==> src/design/grid_overlap_downsampler_defines.svh <==
// Shared assertion macros for the downsampler.
`ifndef GRID_OVERLAP_DOWNSAMPLER_DEFINES_SVH
`define GRID_OVERLAP_DOWNSAMPLER_DEFINES_SVH

// Check that a condition implies another in the same cycle.
`define GDSMP_ASSERT_IMP(lbl, ante, cons, msg) \
  lbl: assert property (@(posedge clk) disable iff (!rst_n) (ante) |-> (cons)) else $error(msg);

// Check that a condition implies another in the next cycle.
`define GDSMP_ASSERT_NXT(lbl, ante, cons, msg) \
  lbl: assert property (@(posedge clk) disable iff (!rst_n) (ante) |=> (cons)) else $error(msg);

`endif

==> src/design/gdsmp_pkg.sv <==
`timescale 1ns / 1ps
`default_nettype none
package gdsmp_pkg;

  localparam int FINE_COLS_MAX = 256;
  localparam int FINE_ROWS_MAX = 256;
  localparam int FRACTION_BITS = 10;

  localparam int COL_W  = $clog2(FINE_COLS_MAX);
  localparam int ROW_W  = $clog2(FINE_ROWS_MAX);
  localparam int ADDR_W = COL_W + ROW_W;
  localparam int DEPTH  = FINE_COLS_MAX * FINE_ROWS_MAX;

  // Divider quotient clamps at the larger grid size
  localparam int DIV_LIM = (FINE_COLS_MAX > FINE_ROWS_MAX) ? FINE_COLS_MAX : FINE_ROWS_MAX;
  localparam int DQ_W    = $clog2(DIV_LIM);
  localparam int CNT_W   = DQ_W + 1;
  localparam int STEP_W  = $clog2(DQ_W + 1);

  localparam int RES_W   = 16;
  localparam int OFF_W   = 32;
  localparam int CIDX_W  = 12;
  localparam int FIDX_W  = 8;
  localparam int POS_W   = 34;
  localparam int REM_W   = RES_W + DQ_W;
  localparam int PX_W    = CNT_W + RES_W;
  localparam int AREA_W  = 2 * RES_W + 1;
  localparam int CFG_IDX_W = 3;
  localparam int CFG_DAT_W = 32;
  localparam int GCOUNT_W  = 9;
  localparam int IN_W      = 48;
  localparam int OCC_W     = 8;

  localparam logic [RES_W-1:0] RST_FRES = RES_W'(1 << FRACTION_BITS);
  localparam logic [RES_W-1:0] RST_CRES = RES_W'(4 << FRACTION_BITS);
  localparam logic [GCOUNT_W-1:0] RST_COUNT = GCOUNT_W'(256);

  localparam logic [1:0] CELL_UNKNOWN = 2'd0;
  localparam logic [1:0] CELL_FREE    = 2'd1;
  localparam logic [1:0] CELL_BLOCKED = 2'd2;

  localparam logic [OCC_W-1:0] OCC_FREE    = 8'd0;
  localparam logic [OCC_W-1:0] OCC_BLOCKED = 8'd100;
  localparam logic [OCC_W-1:0] OCC_UNKNOWN = 8'hFF;

  localparam logic [CFG_IDX_W-1:0] REG_OFF_X = 3'd0;
  localparam logic [CFG_IDX_W-1:0] REG_OFF_Y = 3'd1;
  localparam logic [CFG_IDX_W-1:0] REG_FRES  = 3'd2;
  localparam logic [CFG_IDX_W-1:0] REG_CRES  = 3'd3;
  localparam logic [CFG_IDX_W-1:0] REG_COLS  = 3'd4;
  localparam logic [CFG_IDX_W-1:0] REG_ROWS  = 3'd5;

  typedef enum logic [1:0] {DIV_XLO, DIV_XHI, DIV_YLO, DIV_YHI} div_sel_t;

  typedef enum logic [3:0] {
    ST_CLEAR, ST_IDLE, ST_SPAN_LO, ST_SPAN_HI, ST_DIV_GO, ST_DIV_WAIT,
    ST_BASE, ST_READ, ST_EVAL, ST_DONE
  } state_t;

  typedef struct packed {
    logic     clr_we;
    logic     load_we;
    logic     query_go;
    logic     span_lo;
    logic     span_hi;
    logic     div_start;
    div_sel_t div_sel;
    logic     base;
    logic     rd_en;
    logic     eval;
    logic     step;
    logic     out_load;
  } cmd_t;

  typedef struct packed {
    logic clr_last;
    logic div_done;
    logic div_busy;
    logic empty;
    logic x_last;
    logic y_last;
    logic cell_free;
    logic out_free;
  } sts_t;

endpackage
`default_nettype wire

==> src/design/gdsmp_ctrl.sv <==
`timescale 1ns / 1ps
`default_nettype none
`include "grid_overlap_downsampler_defines.svh"
module gdsmp_ctrl import gdsmp_pkg::*; (
  input  wire logic clk,
  input  wire logic rst_n,
  input  wire logic in_valid,
  input  wire logic in_mode,
  output logic      in_ready,
  input  wire sts_t sts,
  output cmd_t      cmd
);

  state_t   state_r, state_nxt;
  div_sel_t dcnt_r, dcnt_nxt;
  logic     in_acc;

  assign in_ready = (state_r == ST_IDLE);
  assign in_acc   = in_valid && in_ready;

  // Hold state and divider op count
  always_ff @(posedge clk) begin
    if (!rst_n) begin
      state_r <= ST_CLEAR;
      dcnt_r  <= DIV_XLO;
    end else begin
      state_r <= state_nxt;
      dcnt_r  <= dcnt_nxt;
    end
  end

  // Next state
  always_comb begin
    state_nxt = state_r;
    dcnt_nxt  = dcnt_r;
    case (state_r)
      ST_CLEAR:   if (sts.clr_last) state_nxt = ST_IDLE;
      ST_IDLE:    if (in_acc && in_mode) state_nxt = ST_SPAN_LO;
      ST_SPAN_LO: state_nxt = ST_SPAN_HI;
      ST_SPAN_HI: begin
        state_nxt = ST_DIV_GO;
        dcnt_nxt  = DIV_XLO;
      end
      ST_DIV_GO:  state_nxt = ST_DIV_WAIT;
      ST_DIV_WAIT: begin
        if (sts.div_done) begin
          if (dcnt_r == DIV_YHI) begin
            state_nxt = ST_BASE;
          end else begin
            state_nxt = ST_DIV_GO;
            dcnt_nxt  = div_sel_t'(dcnt_r + 1'b1);
          end
        end
      end
      ST_BASE:    state_nxt = sts.empty ? ST_DONE : ST_READ;
      ST_READ:    state_nxt = ST_EVAL;
      ST_EVAL: begin
        if (sts.cell_free || (sts.x_last && sts.y_last)) begin
          state_nxt = ST_DONE;
        end else begin
          state_nxt = ST_READ;
        end
      end
      ST_DONE:    if (sts.out_free) state_nxt = ST_IDLE;
      default:    state_nxt = ST_CLEAR;
    endcase
  end

  // Commands
  always_comb begin
    cmd = '0;
    cmd.div_sel = dcnt_r;
    case (state_r)
      ST_CLEAR:   cmd.clr_we = 1'b1;
      ST_IDLE: begin
        cmd.load_we  = in_acc && !in_mode;
        cmd.query_go = in_acc && in_mode;
      end
      ST_SPAN_LO: cmd.span_lo = 1'b1;
      ST_SPAN_HI: cmd.span_hi = 1'b1;
      ST_DIV_GO:  cmd.div_start = 1'b1;
      ST_BASE:    cmd.base = 1'b1;
      ST_READ:    cmd.rd_en = 1'b1;
      ST_EVAL: begin
        cmd.eval = 1'b1;
        cmd.step = !sts.cell_free;
      end
      ST_DONE:    cmd.out_load = sts.out_free;
      default: ;
    endcase
  end

  `GDSMP_ASSERT_IMP(a_div_start_idle, cmd.div_start, !sts.div_busy, "divider restarted while busy")
  `GDSMP_ASSERT_IMP(a_out_slot_free, cmd.out_load, sts.out_free, "result overwrites a waiting beat")
  `GDSMP_ASSERT_NXT(a_read_then_eval, state_r == ST_READ, state_r == ST_EVAL, "read not evaluated")
  `GDSMP_ASSERT_IMP(a_no_write_walk, cmd.clr_we, !cmd.load_we && !cmd.rd_en, "store port conflict")

endmodule
`default_nettype wire

==> config.mk <==
export PLATFORM = sky130hd
export DESIGN_NAME = gdsmp_ctrl
export DESIGN_NICKNAME = d
export VERILOG_FILES = /design/src/design/gdsmp_pkg.sv /design/src/design/gdsmp_ctrl.sv
export VERILOG_INCLUDE_DIRS = /design/src /design/src/design
export SDC_FILE = /design/constraint.sdc
export NUM_CORES = 1
export LEC_CHECK = 0
export BUFFER_PORTS_ARGS = -buffer_cell sky130_fd_sc_hd__buf_2
export CAP_MARGIN = 20
export CORE_MARGIN = 10
export CORE_UTILIZATION = 35
export CTS_CLUSTER_SIZE = 16
export DETAILED_ROUTE_END_ITERATION = 6
export GPL_ROUTABILITY_DRIVEN = 0
export GPL_TIMING_DRIVEN = 0
export PLACE_DENSITY = 0.64
export SETUP_SLACK_MARGIN = 0.15
export SYNTH_ARGS = -nofsm -noshare
export SYNTH_HDL_FRONTEND = slang
export SYNTH_SLANG_ARGS = --single-unit
==> constraint.sdc <==
create_clock -name clk -period 1.8 [get_ports clk]
set_input_delay 0.18 -clock clk [delete_from_list [all_inputs] [get_ports clk]]
set_output_delay 0.18 -clock clk [all_outputs]
set_load 0.05 [all_outputs]
After elaboration in Yosys (flattened, before gate mapping)
Cells that the tools add are included.

word-level totals
  logic and storage cells = 49
  output and inout bits = 14
  input bits = 12
  register bits after elaboration = 6

operators by class
  mux-type cells = 20
  add/subtract/negate cells = 1
  equality and inequality tests = 15
  reduce and logical (&&, ||, !) cells = 11

operators by type and width
  operator                                        count
  case mux 4 bit (10 select lines)                1
  2-to-1 mux 4 bit                                6
  == test 4 x 3 -> 1 bit (second input constant)  4
  2-to-1 mux 2 bit                                5
  == test 4 x 2 -> 1 bit (second input constant)  2
  == test 4 bit (second input constant)           2
  != test 2 bit (second input constant)           4
  2-to-1 mux 1 bit                                7
  == test 4 x 1 -> 1 bit (second input constant)  1
  logical AND 1 bit                               4
  zero test 4 bit                                 1
  case mux 2 bit (2 select lines)                 1
  AND reduction 4 bit                             1
  AND reduction 3 bit                             1
  adder 2 x 1 -> 2 bit (second input constant)    1
  == test 2 bit (second input constant)           1
  zero test 1 bit                                 2
  != test 2 x 1 -> 1 bit (second input constant)  1
  nonzero test 2 bit                              1
  logical OR 1 bit                                1

Longest topological paths before layout
Gate-level depths: netlist of run 1.

  depth after elaboration = 5
  gate-level depth with buffers = 6
  gate-level depth less buffers = 5

Worst setup path before layout of run 1
OpenSTA, ideal clock, no wires.

  path kind = register to output
  start = reg state_r[2]
  end = out cmd[1] in the netlist's numbering
  setup slack = -638 ps
  cell stages (with the launch flop) = 4
  buffers on the path = 1
  arrival = 2258 ps
  path through = dfxtp_1 buf_6 nor4b_2 nor2b_1

RTL lines
  what                    line              text
  from (decl)             gdsmp_ctrl.sv:14  state_t state_r, state_nxt;
  from (signal assigned)  gdsmp_ctrl.sv:27  state_r <= state_nxt;
  to (decl)               gdsmp_ctrl.sv:11  output cmd_t cmd

==> results of run 1 <==
## flip-flops by register name, indices dropped and copies added, names as in the netlist
name,flops
state_r,4
dcnt_r,2
## per-stage QoR
step | hold slack, ns | setup WS, ns | std cells | total power, mW | area, um^2
after CTS | 0.205 | 0.118 | 117 | 0.614 | 772
after global placement | 0.464 | 0.152 | 114 | 0.465 | 721
after detailed placement | 0.466 | 0.155 | 114 | 0.467 | 721
final | 0.209 | 0.209 | 117 | 0.616 | 790
after global routing | 0.201 | 0.119 | 117 | 0.666 | 790
after floorplan | 0.298 | -0.0849 | 74 | 0.396 | 581
## how the worst max path moves through the flow
stage	from	end	slack, ns	cells after the start
2_1_floorplan	state_r[2]$_SDFFE_PN0P_	cmd[1]	-0.08	3
3_3_place_gp	state_r[1]$_SDFFE_PN0P_	cmd[11]	0.15	5
3_5_place_dp	state_r[0]$_SDFFE_PN0P_	cmd[11]	0.15	5
4_1_cts	state_r[0]$_SDFFE_PN0P_	cmd[11]	0.12	5
5_1_grt	state_r[0]$_SDFFE_PN0P_	cmd[11]	0.12	5
6_report	state_r[0]$_SDFFE_PN0P_	cmd[11]	0.21	5
## routing by layer
layer | part of all wire | wire length [um]
met2 | 0.46 | 803
met4 | 0.011 | 19
met1 | 0.42 | 724
met5 | 0 | 0
met3 | 0.11 | 192
## cell type report
cell class | count | area (um^2) | share of cell area
inverters | 2 | 7.51 | 0.00951
clock buffers | 3 | 22.5 | 0.0285
well taps | 16 | 20.0 | 0.0254
multi-input cells | 61 | 428 | 0.542
flip-flops and latches | 6 | 125 | 0.158
repair buffers | 24 | 144 | 0.182
plain buffers | 5 | 42.5 | 0.0539
## cells by family (layout without fill, tap and decap cells)
group | after synthesis | count (layout)
DFF | 6 | 6
and+or+nand+nor | 43 | 43
AOI/OAI and AO/OA | 15 | 15
buffers and inverters | 7 | 34
adders and majority gates | 1 | 1
muxes | 2 | 2
## report_power, final
part	leakage (nW)	switching (mW)	total, mW	internal [mW]
clock network	0.0138	0.0518	0.127	0.0756
registers	0.0498	0.0168	0.163	0.147
logic	0.321	0.207	0.325	0.119
total	0.384	0.275	0.616	0.341
## timing repair
item	4_1_cts	5_1_grt
resized for setup	10	9
hold buffers	0	0
endpoints found under the setup margin	8	9
## cells in the mapped netlist
| cell type | n | area, um^2 |
|---|---|---|
| mux2i_1 | 1 | 10.0 |
| a21oi_1 | 1 | 5.00 |
| and2_1 | 2 | 12.5 |
| and4bb_1 | 1 | 12.5 |
| nand4_1 | 1 | 6.26 |
| a31oi_1 | 2 | 12.5 |
| inv_1 | 2 | 7.51 |
| nor2b_1 | 8 | 50.1 |
| clkbuf_2 | 1 | 5.00 |
| ha_1 | 1 | 12.5 |
| o21a_1 | 1 | 7.51 |
| nor4b_2 | 1 | 15.0 |
| o31a_1 | 1 | 8.76 |
| or2_1 | 1 | 6.26 |
| nand2_1 | 8 | 30.0 |
| a2bb2oi_1 | 1 | 8.76 |
| o21ai_0 | 2 | 10.0 |
| o2111ai_1 | 1 | 8.76 |
| o22ai_1 | 1 | 6.26 |
| buf_6 | 1 | 11.3 |
| nand2b_1 | 5 | 31.3 |
| and3_1 | 3 | 18.8 |
| dfxtp_1 | 6 | 120 |
| mux2_1 | 1 | 11.3 |
| a32oi_1 | 1 | 8.76 |
| nor3b_1 | 1 | 7.51 |
| and2b_1 | 1 | 7.51 |
| o21ai_1 | 1 | 5.00 |
| buf_2 | 1 | 5.00 |
| nor4_1 | 1 | 6.26 |
| o22a_1 | 1 | 8.76 |
| o221ai_1 | 1 | 8.76 |
| buf_4 | 2 | 15.0 |
| nor3_1 | 2 | 10.0 |
| a22oi_1 | 1 | 7.51 |
| nor2_1 | 8 | 30.0 |
==> flow_metrics.py, run 1 <==
metrics = {
    "clock_network": {
        "cts_tree": "yes",
        "cts_setup_buffers": 0,
        "cts_sinks": 6,
        "cts_buffers": 3,
        "cts_root_buffer": "clkbuf_4",
        "cts_buffer_depth": 2,
        "clk_latency_ns": 0.25,
        "clk_pin_slew_ns": 0.05,
        "htreeDepth": 1,
    },
    "setup_path": {
        "worstSetupStartpointType": "flip-flop",
        "critPathSlowestCell": "dfxtp_4",
        "critPathMaxStageDelay_ns": 0.38,
        "r2r_start": "state_r[3]$_SDFFE_PN0P_",
        "crit_buf_inv": 2,
        "worstPathCellList": "buf_6 -> and2b_2 -> nand2_2 -> nor3b_4 -> buf_6",
        "reg2regPathDepth": 5,
        "cp.arrival_ns": 1.41,
        "cp-end-kind": "output pin",
        "critPathKind": "flip-flop to output pin",
        "path_common_cell": "buf_6",
        "cp_max_fo": 10,
        "critPathRequiredTime_ns": 1.62,
        "worstReg2RegEnd": "state_r[2]$_SDFFE_PN0P_",
        "cp_top_family": "simple AND/OR/NAND/NOR gates",
        "r2r_setup_slack_ns": 0.41,
    },
    "final_layout": {
        "areaGrowthSynthToFinish_pct": 44.1,
        "final_util": 0.530,
        "layout_commonest_cell": "buf_2",
        "final_cell_mix": "buf_2 (17), nor2_1 (7), nand2_1 (7), nor2b_1 (7), clkbuf_4 (7)",
        "n_fill_cell": 154,
        "diodes": 0,
        "drive_gt1_frac": 0.416,
        "nets": 116,
    },
    "global_route": {
        "use_met3": 0.0644,
        "antenna_found_initial": 0,
        "met2_usage": 0.166,
        "grt_use_met1": 0.110,
        "grt_max_degree": 11,
        "grt_use_total": 0.103,
        "grt_pass1_vias": 673,
        "grt_overflow": 0,
        "grt-busiest-layer": "met2",
        "grt_pass1_wl_um": 2920,
    },
    "floorplan": {
        "core_area_mm2": 0.00149,
        "die_x_um": 59.6,
        "fp.dieH_um": 59.6,
        "io_pins": 26,
        "die-area_mm2": 0.00355,
        "rows": 14,
        "initial_core_util": 0.368,
    },
    "timing": {
        "fin_setup_tns_ns": 0,
        "tightest_slew_ns": 0.273,
        "setup_viol": 0,
        "final.setup_skew_ns": 0.00363,
        "relSlewSlack": 0.817,
        "fmax_mhz": 629,
        "finalCritPeriodShare": 0.884,
        "rsz0062_at_grt": "true",
        "finalHoldViolations": 0,
        "fin_crit_ns": 1.59,
        "final_max_slew_viol_count": 0,
    },
    "logic_synthesis": {
        "synthMuxAreaShare": 0.0388,
        "synth-simple-area-share": 0.445,
        "synthAdderAreaFrac": 0.0228,
        "synth_top_family_by_area": "simple AND/OR/NAND/NOR gates",
        "postSynthCellCount": 74,
        "yosysWarnings": 0,
        "ys_seq_elements": 6,
        "synthesis.nets": 87,
        "seq_area_frac_synth": 0.219,
        "synth_compound_area_frac": 0.194,
        "synth_area_um2": 548,
        "avgSynthCellArea_um2": 7.41,
        "synth.distinct_cells": 36,
        "synth_xor_area_frac": 0,
    },
    "drt": {
        "drt_iter0_drc": 8,
        "drc": 0,
        "wl_um": 1740,
        "via_count": 643,
        "routedWlPerCell_um": 14.9,
        "via_per_inst": 5.50,
        "drtAntennaViolNets": 0,
        "dr.pass1.iters": 4,
    },
    "min_path": {
        "whs_path_depth": 2,
        "hp-start": "rst_n",
        "hold_class": "primary input to flip-flop",
        "holdPathEnd": "dcnt_r[1]$_SDFFE_PN0P_",
    },
    "outcome": {
        "status": "finished clean",
    },
    "placed_design": {
        "portBuffers": 24,
        "place_hpwl_um": 1400,
    },
    "power": {
        "power_density_mw_per_mm2": 780,
        "ir_worst_vdd_v": 0.000387,
        "p_leak_nw": 0.384,
    },
    "job": {
        "cap_viol_max_count": 0,
    },
}
Note: power is estimated with default switching activity, not from simulation.
==> inputs of run 2 (changes only) <==
clock period = 1.9 ns   (was 1.8 ns; I/O delays follow)
==> run 2 against run 1 <==
Utilization down 1.6 points. Sequential power down 7%. Register-to-register slack better by 0.08 ns. Worst setup slack better by 0.021 ns. Cell count unchanged. Via count down 4.0%. Clock power about the same. Critical path depth unchanged. Total power down 6.6%. Sequential share of layout area about the same. Clock skew up 0.0038 ns.
==> flow_metrics.py, run 2 (synthesis results as in run 1) <==
metrics = {
    "global_route": {
        "grt_use_met1": 0.114,
        "grt_pass1_wl_um": 2590,
        "grt_overflow": 0,
        "grt_max_degree": 11,
        "use_met3": 0.0515,
        "grt_pass1_vias": 563,
        "met2_usage": 0.132,
        "grt_use_total": 0.0913,
        "grt-busiest-layer": "met2",
        "antenna_found_initial": 0,
    },
    "setup_path": {
        "critPathSlowestCell": "dfxtp_1",
        "critPathKind": "flip-flop to output pin",
        "critPathRequiredTime_ns": 1.71,
        "crit_buf_inv": 2,
        "cp_top_family": "simple AND/OR/NAND/NOR gates",
        "worstSetupStartpointType": "flip-flop",
        "cp.arrival_ns": 1.48,
        "critPathMaxStageDelay_ns": 0.36,
        "cp_max_fo": 10,
        "cp-end-kind": "output pin",
        "worstPathCellList": "clkbuf_4 -> nor2_4 -> nand2_1 -> nor3b_2 -> buf_6",
    },
    "drt": {
        "wl_um": 1580,
        "drc": 0,
        "routedWlPerCell_um": 13.5,
        "drtAntennaViolNets": 0,
        "via_per_inst": 5.27,
        "via_count": 617,
        "drt_iter0_drc": 16,
        "dr.pass1.iters": 4,
    },
    "power": {
        "power_density_mw_per_mm2": 752,
        "combPwrFrac": 0.514,
        "seqPwrFrac": 0.263,
        "swShare": 0.453,
        "switchingPower_uw": 261,
        "p_int_uw": 315,
        "ir_worst_vdd_v": 0.000431,
        "p_leak_nw": 0.378,
        "total_power_uw": 576,
        "clkPwrFrac": 0.223,
    },
    "floorplan": {
        "io_pins": 26,
        "die_x_um": 59.6,
        "die-area_mm2": 0.00355,
        "initial_core_util": 0.368,
        "core_area_mm2": 0.00149,
        "fp.dieH_um": 59.6,
        "rows": 14,
    },
    "clock_network": {
        "cts_buffer_depth": 2,
        "htreeDepth": 1,
        "clk_pin_slew_ns": 0.05,
        "clk_latency_ns": 0.26,
        "holdBufCountCts": 0,
        "cts_buffers": 3,
        "cts_root_buffer": "clkbuf_4",
        "cts_tree": "yes",
        "cts_sinks": 6,
    },
    "min_path": {
        "hold_class": "primary input to flip-flop",
    },
    "placed_design": {
        "place_hpwl_um": 1250,
        "portBuffers": 24,
        "dpl_cell_area_um2": 712,
        "pre_cts_slack_ns": 0.301,
        "dpl.cell_count": 114,
    },
    "final_layout": {
        "largest_reg_flops": 4,
        "areaGrowthSynthToFinish_pct": 39.7,
        "final_util": 0.514,
        "n_fill_cell": 154,
        "top_register": "state_r",
        "reg_top3": "state_r x4, dcnt_r x2",
        "layout_commonest_cell": "buf_2",
        "drive_gt1_frac": 0.376,
        "diodes": 0,
        "stdcell_area_um2": 766,
        "final-seq-area_um2": 121,
        "final_cell_mix": "buf_2 (19), clkbuf_4 (8), nand2_1 (8), nor2b_1 (8), nor2_1 (7)",
        "multi_input_area_um2": 415,
        "nets": 116,
        "stdcell_count": 117,
    },
    "outcome": {
        "status": "finished clean",
    },
    "timing": {
        "finalHoldViolations": 0,
        "fin_crit_ns": 1.67,
        "final.setup_skew_ns": 0.00746,
        "rsz0062_at_grt": "false",
        "final_max_slew_viol_count": 0,
        "setup_viol": 0,
        "tightest_slew_ns": 0.342,
        "fin_ws_ns": 0.230,
        "fmax_mhz": 599,
        "finalCritPeriodShare": 0.879,
        "relSlewSlack": 0.772,
        "hold_slack_ns": 0.198,
        "fin_setup_tns_ns": 0,
    },
    "job": {
        "cap_viol_max_count": 0,
    },
}
run 2: cell type report:
| type | count | share of cell area |
|---|---|---|
| Inverter | 2 | 0.00980 |
| Buffer | 5 | 0.0556 |
| Tap cell | 16 | 0.0261 |
| Clock buffer | 3 | 0.0294 |
| Multi-Input combinational cell | 61 | 0.542 |
| Sequential cell | 6 | 0.158 |
| Timing Repair Buffer | 24 | 0.178 |
run 2: power by group through the flow:
stage / registers [mW] / clock network, mW / logic [mW]
detailed placement: 0.152 / 0 / 0.283
finish: 0.151 / 0.128 / 0.296
global placement: 0.152 / 0 / 0.284
global route: 0.154 / 0.133 / 0.320
CTS: 0.151 / 0.128 / 0.286
floorplan: 0.150 / 0 / 0.223
run 2: worst paths after layout:
kind                            from                       to  slack [ns]  cells past startpoint
max          state_r[1]$_SDFFE_PN0P_                  cmd[11]        0.23                      5
min                            rst_n   dcnt_r[1]$_SDFFE_PN0P_        0.20                      2
max reg2reg  state_r[2]$_SDFFE_PN0P_  state_r[2]$_SDFFE_PN0P_        0.49                      5
min reg2reg   dcnt_r[0]$_SDFFE_PN0P_   dcnt_r[0]$_SDFFE_PN0P_        0.57                      2
run 2: routing by layer:
layer	share of wire	up-vias
met4	0.011	0
met1	0.43	276
met2	0.46	23
met5	0	-
met3	0.10	2
li1	-	316
run 2: what timing repair did:
item,CTS,global route
buffers inserted,0,0
setup endpoints to repair,3,7
gates resized for setup,3,8
pin swaps,0,0
==> inputs of run 3 (changes only) <==
CTS_BUF_LIST = sky130_fd_sc_hd__clkbuf_16   (was default)
clock period = 1.99 ns   (was 1.9 ns; I/O delays follow)
==> run 3 against run 2 <==
Utilization rose by 1.7 points. First-iteration DRC count grew 13%. Register-to-register slack improved by 0.08 ns. Worst setup slack improved by 0.036 ns. Clock power rose to 2.5 times the previous value. Routed wire length up 6.5%. Combinational power shrank 6%. Via count rose by 4.5%.
==> flow_metrics.py, run 3 (synthesis results as in run 1) <==
metrics = {
    "setup_path": {
        "cp_max_fo": 10,
        "worstSetupStartpointType": "flip-flop",
        "critPathSlowestCell": "dfxtp_1",
        "cp-end-kind": "output pin",
        "critPathMaxStageDelay_ns": 0.35,
        "worstPathCellList": "buf_2 -> nor2_2 -> nand2_1 -> nor2_1 -> clkbuf_4",
        "critPathKind": "flip-flop to output pin",
        "worst-path-stages": 5,
        "crit_buf_inv": 2,
        "critPathRequiredTime_ns": 1.79,
        "cp.arrival_ns": 1.52,
        "reg2regPathDepth": 6,
        "cp_top_family": "simple AND/OR/NAND/NOR gates",
    },
    "drt": {
        "routedWlPerCell_um": 14.4,
        "via_per_inst": 5.51,
        "drtAntennaViolNets": 0,
        "wl_um": 1690,
        "route.met2.wl_um": 749,
        "dr.max_layer_used": "met4",
        "dr.pass1.iters": 4,
        "drc": 0,
        "wl_met1_um": 688,
        "drt_iter0_drc": 18,
        "dr_wl_met3_um": 199,
        "via_count": 645,
    },
    "clock_network": {
        "cts_buffers": 3,
        "htreeDepth": 1,
        "clk_pin_slew_ns": 0.03,
        "cts_tree": "yes",
        "cts_buffer_depth": 2,
        "cts_sinks": 6,
        "cts_setup_buffers": 0,
        "clk_latency_ns": 0.23,
        "cts_root_buffer": "clkbuf_16",
        "holdBufCountCts": 0,
    },
    "floorplan": {
        "rows": 14,
        "initial_core_util": 0.368,
        "die-area_mm2": 0.00355,
        "core_area_mm2": 0.00149,
        "fp.dieH_um": 59.6,
        "die_x_um": 59.6,
        "io_pins": 26,
    },
    "final_layout": {
        "final_cell_mix": "buf_2 (23), nand2_1 (8), nor2b_1 (8)",
        "stdcell_count": 117,
        "nets": 116,
        "layout_commonest_cell": "buf_2",
        "largest_reg_flops": 4,
        "reg_top3": "state_r x4, dcnt_r x2",
        "drive_gt1_frac": 0.366,
        "n_fill_cell": 144,
        "diodes": 0,
        "areaGrowthSynthToFinish_pct": 44.3,
        "top_register": "state_r",
    },
    "timing": {
        "final_max_slew_viol_count": 0,
        "finalHoldViolations": 0,
        "fin_crit_ns": 1.72,
        "rsz0062_at_grt": "false",
        "tightest_slew_ns": 0.276,
        "fin_ws_ns": 0.266,
        "fmax_mhz": 580,
        "final.setup_skew_ns": 0.000394,
        "relSlewSlack": 0.816,
        "finalCritPeriodShare": 0.866,
        "hold_slack_ns": 0.250,
        "setup_viol": 0,
    },
    "min_path": {
        "hold_class": "primary input to flip-flop",
        "whs_path_depth": 2,
    },
    "job": {
        "cap_viol_max_count": 0,
    },
    "global_route": {
        "grt_pass1_vias": 564,
        "grt_max_degree": 11,
        "antenna_found_initial": 0,
        "grt_use_total": 0.0929,
        "grt_overflow": 0,
        "grt_pass1_wl_um": 2580,
    },
    "power": {
        "p_int_uw": 482,
        "combPwrFrac": 0.374,
        "seqPwrFrac": 0.195,
        "swShare": 0.350,
        "clkPwrFrac": 0.431,
        "switchingPower_uw": 259,
        "power_density_mw_per_mm2": 938,
        "p_leak_nw": 0.396,
        "ir_worst_vdd_v": 0.000623,
    },
    "placed_design": {
        "pre_cts_slack_ns": 0.389,
        "portBuffers": 24,
        "place_hpwl_um": 1320,
        "dpl.cell_count": 114,
    },
    "outcome": {
        "status": "finished clean",
    },
}
[run 3: power groups by stage]
stage                     Combinational (mW)  Sequential [mW]  Clock [mW]
after global routing                   0.298            0.147       0.332
after floorplan                        0.212            0.143           0
final                                  0.277            0.145       0.320
after global placement                 0.271            0.145           0
after detailed placement               0.272            0.145           0
after CTS                              0.274            0.143       0.327
[run 3: repair_timing]
| action | in CTS | in global routing |
|---|---|---|
| pin swaps | 0 | 0 |
| cloned | 0 | 0 |
| endpoints found under the setup margin | 1 | 3 |
| gates resized for setup | 1 | 3 |
[run 3: per-stage QoR]
| stage | util | setup TNS, ns | power (mW) | instance area, um^2 |
|---|---|---|---|---|
| after floorplan | - | -0.117 | 0.354 | 567 |
| after global placement | 0.475 | 0 | 0.416 | 707 |
| after detailed placement | 0.475 | 0 | 0.417 | 707 |
| after CTS | 0.527 | 0 | 0.744 | 785 |
| after global routing | 0.531 | 0 | 0.777 | 791 |
| final | 0.531 | 0 | 0.741 | 791 |
[run 3: final cells by class]
class / count / area [um^2] / area share
Multi-Input combinational cell: 61 / 405 / 0.513
Timing Repair Buffer: 24 / 125 / 0.158
Sequential cell: 6 / 121 / 0.153
Clock buffer: 3 / 75.1 / 0.0949
Buffer: 5 / 36.3 / 0.0459
Tap cell: 16 / 20.0 / 0.0253
Inverter: 2 / 7.51 / 0.00949
[run 3: path summary, 6_finish.rpt]
check / startpoint / end / slack [ns]
max: state_r[1]$_SDFFE_PN0P_ / cmd[10] / 0.27
min: rst_n / state_r[3]$_SDFFE_PN0P_ / 0.25
max reg2reg: state_r[2]$_SDFFE_PN0P_ / state_r[2]$_SDFFE_PN0P_ / 0.57
min reg2reg: dcnt_r[0]$_SDFFE_PN0P_ / dcnt_r[0]$_SDFFE_PN0P_ / 0.57
[run 3: per-layer routing]
layer,vias to the layer above,track usage
met5,-,0
met4,0,0.0705
met3,6,0.0408
met2,34,0.126
met1,288,0.110
li1,317,-
[run 3: worst reg2reg max path: cells and delay by family (launching register included)]
family / cells / cell delay [ns]
compound gates: 2 / 0.35
buf+inv: 2 / 0.35
flops: 1 / 0.31
simple gates: 2 / 0.29
